$ cat src/mts_pkg.sv
// Package of shared types, constants and codes for the min-tracking stack.
`default_nettype none
package mts_pkg;

    localparam int VALUE_WIDTH   = 32;
    localparam int DEPTH_DEFAULT = 256;
    localparam int COUNT_WIDTH   = 9;

    typedef enum logic
    {
        CMD_PUSH = 1'b0,
        CMD_POP  = 1'b1
    } cmd_t;

    typedef enum logic [1:0]
    {
        ERR_NONE  = 2'd0,
        ERR_EMPTY = 2'd1,
        ERR_FULL  = 2'd2
    } error_t;

    typedef struct packed
    {
        cmd_t                           cmd;
        logic signed [VALUE_WIDTH-1:0]  push_value;
    } in_item_t;

    typedef struct packed
    {
        logic signed [VALUE_WIDTH-1:0]  popped_value;
        logic signed [VALUE_WIDTH-1:0]  top_value;
        logic signed [VALUE_WIDTH-1:0]  min_value;
        logic [COUNT_WIDTH-1:0]         entry_count;
        logic                           is_empty;
        error_t                         error_code;
    } out_item_t;

    typedef enum logic [1:0]
    {
        ST_IDLE,
        ST_EXEC,
        ST_LOAD,
        ST_REPLY
    } state_t;

    typedef struct packed
    {
        logic accept;
        logic exec;
        logic load_top;
    } ctl_t;

    typedef struct packed
    {
        logic is_pop;
        logic is_empty;
    } sts_t;

endpackage
`default_nettype wire

$ cat src/mts_ctrl.sv
// Controller state machine that sequences one stack operation at a time.
`default_nettype none
module mts_ctrl (
    input  wire logic          clk,
    input  wire logic          rst_n,
    input  wire logic          start,
    input  wire mts_pkg::sts_t sts,
    output mts_pkg::ctl_t      ctl,
    output logic               busy,
    output logic               done
);

    mts_pkg::state_t state_reg;
    mts_pkg::state_t state_next;

    always_ff @(posedge clk or negedge rst_n)
    begin
        if (!rst_n)
        begin
            state_reg <= mts_pkg::ST_IDLE;
        end
        else
        begin
            state_reg <= state_next;
        end
    end

    always_comb
    begin
        state_next   = state_reg;
        ctl          = '0;
        busy         = 1'b1;
        done         = 1'b0;
        unique case (state_reg)
            mts_pkg::ST_IDLE:
            begin
                busy = 1'b0;
                if (start)
                begin
                    ctl.accept = 1'b1;
                    state_next = mts_pkg::ST_EXEC;
                end
            end
            mts_pkg::ST_EXEC:
            begin
                ctl.exec = 1'b1;
                if (sts.is_pop && !sts.is_empty)
                begin
                    state_next = mts_pkg::ST_LOAD;
                end
                else
                begin
                    state_next = mts_pkg::ST_REPLY;
                end
            end
            mts_pkg::ST_LOAD:
            begin
                ctl.load_top = 1'b1;
                state_next   = mts_pkg::ST_REPLY;
            end
            mts_pkg::ST_REPLY:
            begin
                done       = 1'b1;
                state_next = mts_pkg::ST_IDLE;
            end
            default:
            begin
                state_next = mts_pkg::ST_IDLE;
            end
        endcase
    end

endmodule
`default_nettype wire

$ cat config.mk
export PLATFORM = sky130hd
export DESIGN_NAME = mts_ctrl
export DESIGN_NICKNAME = d
export VERILOG_FILES = /design/src/mts_pkg.sv /design/src/mts_ctrl.sv
export SDC_FILE = /design/constraint.sdc
export NUM_CORES = 1
export LEC_CHECK = 0
export ABC_AREA = 1
export ABC_CLOCK_PERIOD_IN_PS = 2600
export BUFFER_PORTS_ARGS = -buffer_cell sky130_fd_sc_hd__buf_4
export CORE_AREA = 2 2 39 41
export CTS_CLUSTER_DIAMETER = 150
export DETAILED_ROUTE_END_ITERATION = 7
export DIE_AREA = 0 0 41 43
export GPL_TIMING_DRIVEN = 0
export SLEW_MARGIN = 20
export SYNTH_ARGS = -nofsm -noshare
export SYNTH_HDL_FRONTEND = slang
export SYNTH_SLANG_ARGS = --single-unit
$ cat constraint.sdc
create_clock -name clk -period 2.6 [get_ports clk]
set_clock_uncertainty 0.2 [all_clocks]
set_input_delay 0.26 -clock clk [delete_from_list [all_inputs] [get_ports clk]]
set_output_delay 0.26 -clock clk [all_outputs]
set_load 0.05 [all_outputs]
==> flow_summary.yaml <==
clock_tree:
  numCtsBuffers: 3
  cts_resized: 0
  clock-sinks: 2
  clk_latency_ns: 0.22
  h-tree-depth: 1
  cts_buffer_depth: 2
  path_clk_slew_ns: 0.03
  root_buffer: "clkbuf_4"
  tritoncts: "built"
timing:
  hold_viol: 0
  rsz0062_at_grt: "false"
  max_freq_mhz: 585
  maxSlewViolCount: 0
  setup_tns_ns: 0
  finalSetupViolCount: 0
  period_needed_ns: 1.71
  period_share: 0.658
  maxSlewHeadroom: 0.893
  tightest_slew_ns: 0.160
setup_path:
  reg2reg_depth: 6
  cp.required_ns: 2.14
  start_kind: "flip-flop"
  critPathMaxStageDelay_ns: 0.41
  endpoint: "ctl[2]"
  worstSetupPathType: "reg -> out"
  worstPathCellList: "inv_1, ha_1, nand2_1, inv_1, buf_4"
  cp_num_buf_inv: 3
  crit_family: "flip-flops"
  arrival_ns: 1.25
  rrSetupSlack_ns: 1.29
  cpMostUsedCell: "inv_1"
  worstReg2RegEnd: "state_reg[0]$_DFFE_PN0P_"
  startpoint: "state_reg[0]$_DFFE_PN0P_"
  crit_cells: 5
  critPathCaptureType: "primary output"
  crit-reg2reg-launch: "state_reg[0]$_DFFE_PN0P_"
  slowest_stage: "dfrtp_1"
  cp_max_fo: 5
layout:
  fin_area_sq_um: 302
  nNetsFinal: 49
  fill_cells: 158
  largest_reg_flops: 2
  area_growth_pct: 66.2
  diodes: 0
  drive_above_1_share: 0.378
hold_path:
  min_path_type: "in -> reg"
run:
  max-cap-violations: 0
place:
  hpwl_um: 251
  gp_routability_congestion: 0.599
  place_area_sq_um: 269
  port_buffers: 9
yosys:
  syn-num-nets: 34
  synth_area_leader_cell: "ha_1"
  seq_area_frac_synth: 0.276
  synth_top_area_frac: 0.345
  syn_inst: 24
  syn_area_sq_um: 181
  ys_async_sr_fraction: 1.00
  syn_avg_cell_area_sq_um: 7.56
  ys_types: 8
  synth.most_common_cell: "nand2_1"
  yosys_warnings: 0
  ys_ff_latch: 2
  synth-main-ff-cell: "dfrtp_1"
  synth_edf_count: 0
  synth_commonest_cells: "nand2_1 (7), ha_1 (5), inv_1 (5)"
  synth.area.top_cells: "ha_1 (34%), dfrtp_1 (28%), nand2_1 (14%)"
global_routing:
  antenna_found_initial: 0
  grt_util_all_layers: 0.0452
  grt-ovfl-total: 0
  grt_max_degree: 6
  grt_pass1_vias: 163
  grt_pass1_wl_um: 510
run_status:
  status: "finished, final reports clean"
routing:
  drt-total-wl_um: 302
  viasPerCell: 3.28
  route.met3.wl_um: 23
  topRoutingLayerUsed: "met3"
  wl_met2_um: 160
  wl_per_cell_um: 5.70
  wl_met1_um: 117
  drc: 0
  firstDrtPassIters: 2
  drt-initial-drc-count: 1
  vias: 174
  detail-route-antenna-nets: 0
floorplanning:
  die_area_sq_um: 1760
  fp-row-count: 14
  die_y_um: 43
  initial_core_util: 0.131
  core_sq_um: 1380
  io_pins: 10
  die_width_um: 41
metrics by stage:
step / hold WS, ns / utilization / instances / setup WS [ns]
after CTS: 0.140 / 0.218 / 53 / 0.870
final: 0.142 / 0.218 / 53 / 0.890
after floorplan: -0.236 / - / 24 / 1.08
after global placement: -0.156 / 0.194 / 49 / 1.12
after detailed placement: -0.155 / 0.194 / 49 / 1.11
after global routing: 0.171 / 0.218 / 53 / 0.777
routing by layer:
layer	track usage	vias to the layer above
met3	0.0157	0
met4	0.0600	0
met1	0.0354	73
li1	-	96
met2	0.0688	5
met5	0	-
layout make-up:
type | count | area (sq um) | area share
Multi-Input combinational cell | 16 | 109 | 0.361
Timing Repair Buffer | 10 | 77.6 | 0.257
Sequential cell | 2 | 50.0 | 0.166
Clock buffer | 3 | 22.5 | 0.0747
Inverter | 6 | 22.5 | 0.0747
Tap cell | 16 | 20.0 | 0.0664
cell usage in the layout, fill, tap and decap left out:
| cell type | count |
|---|---|
| dfrtp_1 | 2 |
| nor2_1 | 1 |
| o21ai_1 | 2 |
| inv_1 | 5 |
| buf_4 | 9 |
| dlygate4sd3_1 | 1 |
| ha_1 | 5 |
| clkbuf_4 | 3 |
| nand2_2 | 1 |
| inv_2 | 1 |
| nand2_1 | 7 |
cells by family (layout without fill, tap and decap cells):
group                    after synthesis  in the layout  synth area share
buffers and inverters                  6             19             0.124
flip-flops                             2              2             0.276
AND/OR/NAND/NOR                        9              9             0.200
adder cells (fa/ha/maj)                5              5             0.345
AO/OA/AOI/OAI                          2              2            0.0552
worst min path at each step:
stage / startpoint / to / depth (start not counted)
4_1_cts: start / state_reg[1]$_DFFE_PN0P_ / 4
3_5_place_dp: rst_n / state_reg[0]$_DFFE_PN0P_ / 1
5_1_grt: start / state_reg[1]$_DFFE_PN0P_ / 4
2_1_floorplan: rst_n / state_reg[0]$_DFFE_PN0P_ / 0
6_report: start / state_reg[1]$_DFFE_PN0P_ / 4
3_3_place_gp: rst_n / state_reg[0]$_DFFE_PN0P_ / 1
worst register-to-register path, stage by stage, from the launching register on:
cell	delay, ns
dfrtp_1	0.40
inv_1	0.10
ha_1	0.24
nand2_2	0.10
nand2_1	0.06
nand2_1	0.05
nand2_1	0.05
repair_timing:
item | 4_1_cts | 5_1_grt
hold buffers | 1 | 0
setup endpoints to repair | 0 | 0
buffers inserted | 0 | 0
hold endpoints to repair | 2 | 0
Power is not shown: default switching activity piles up to over one toggle a cycle in this logic, so the estimate is an artifact.
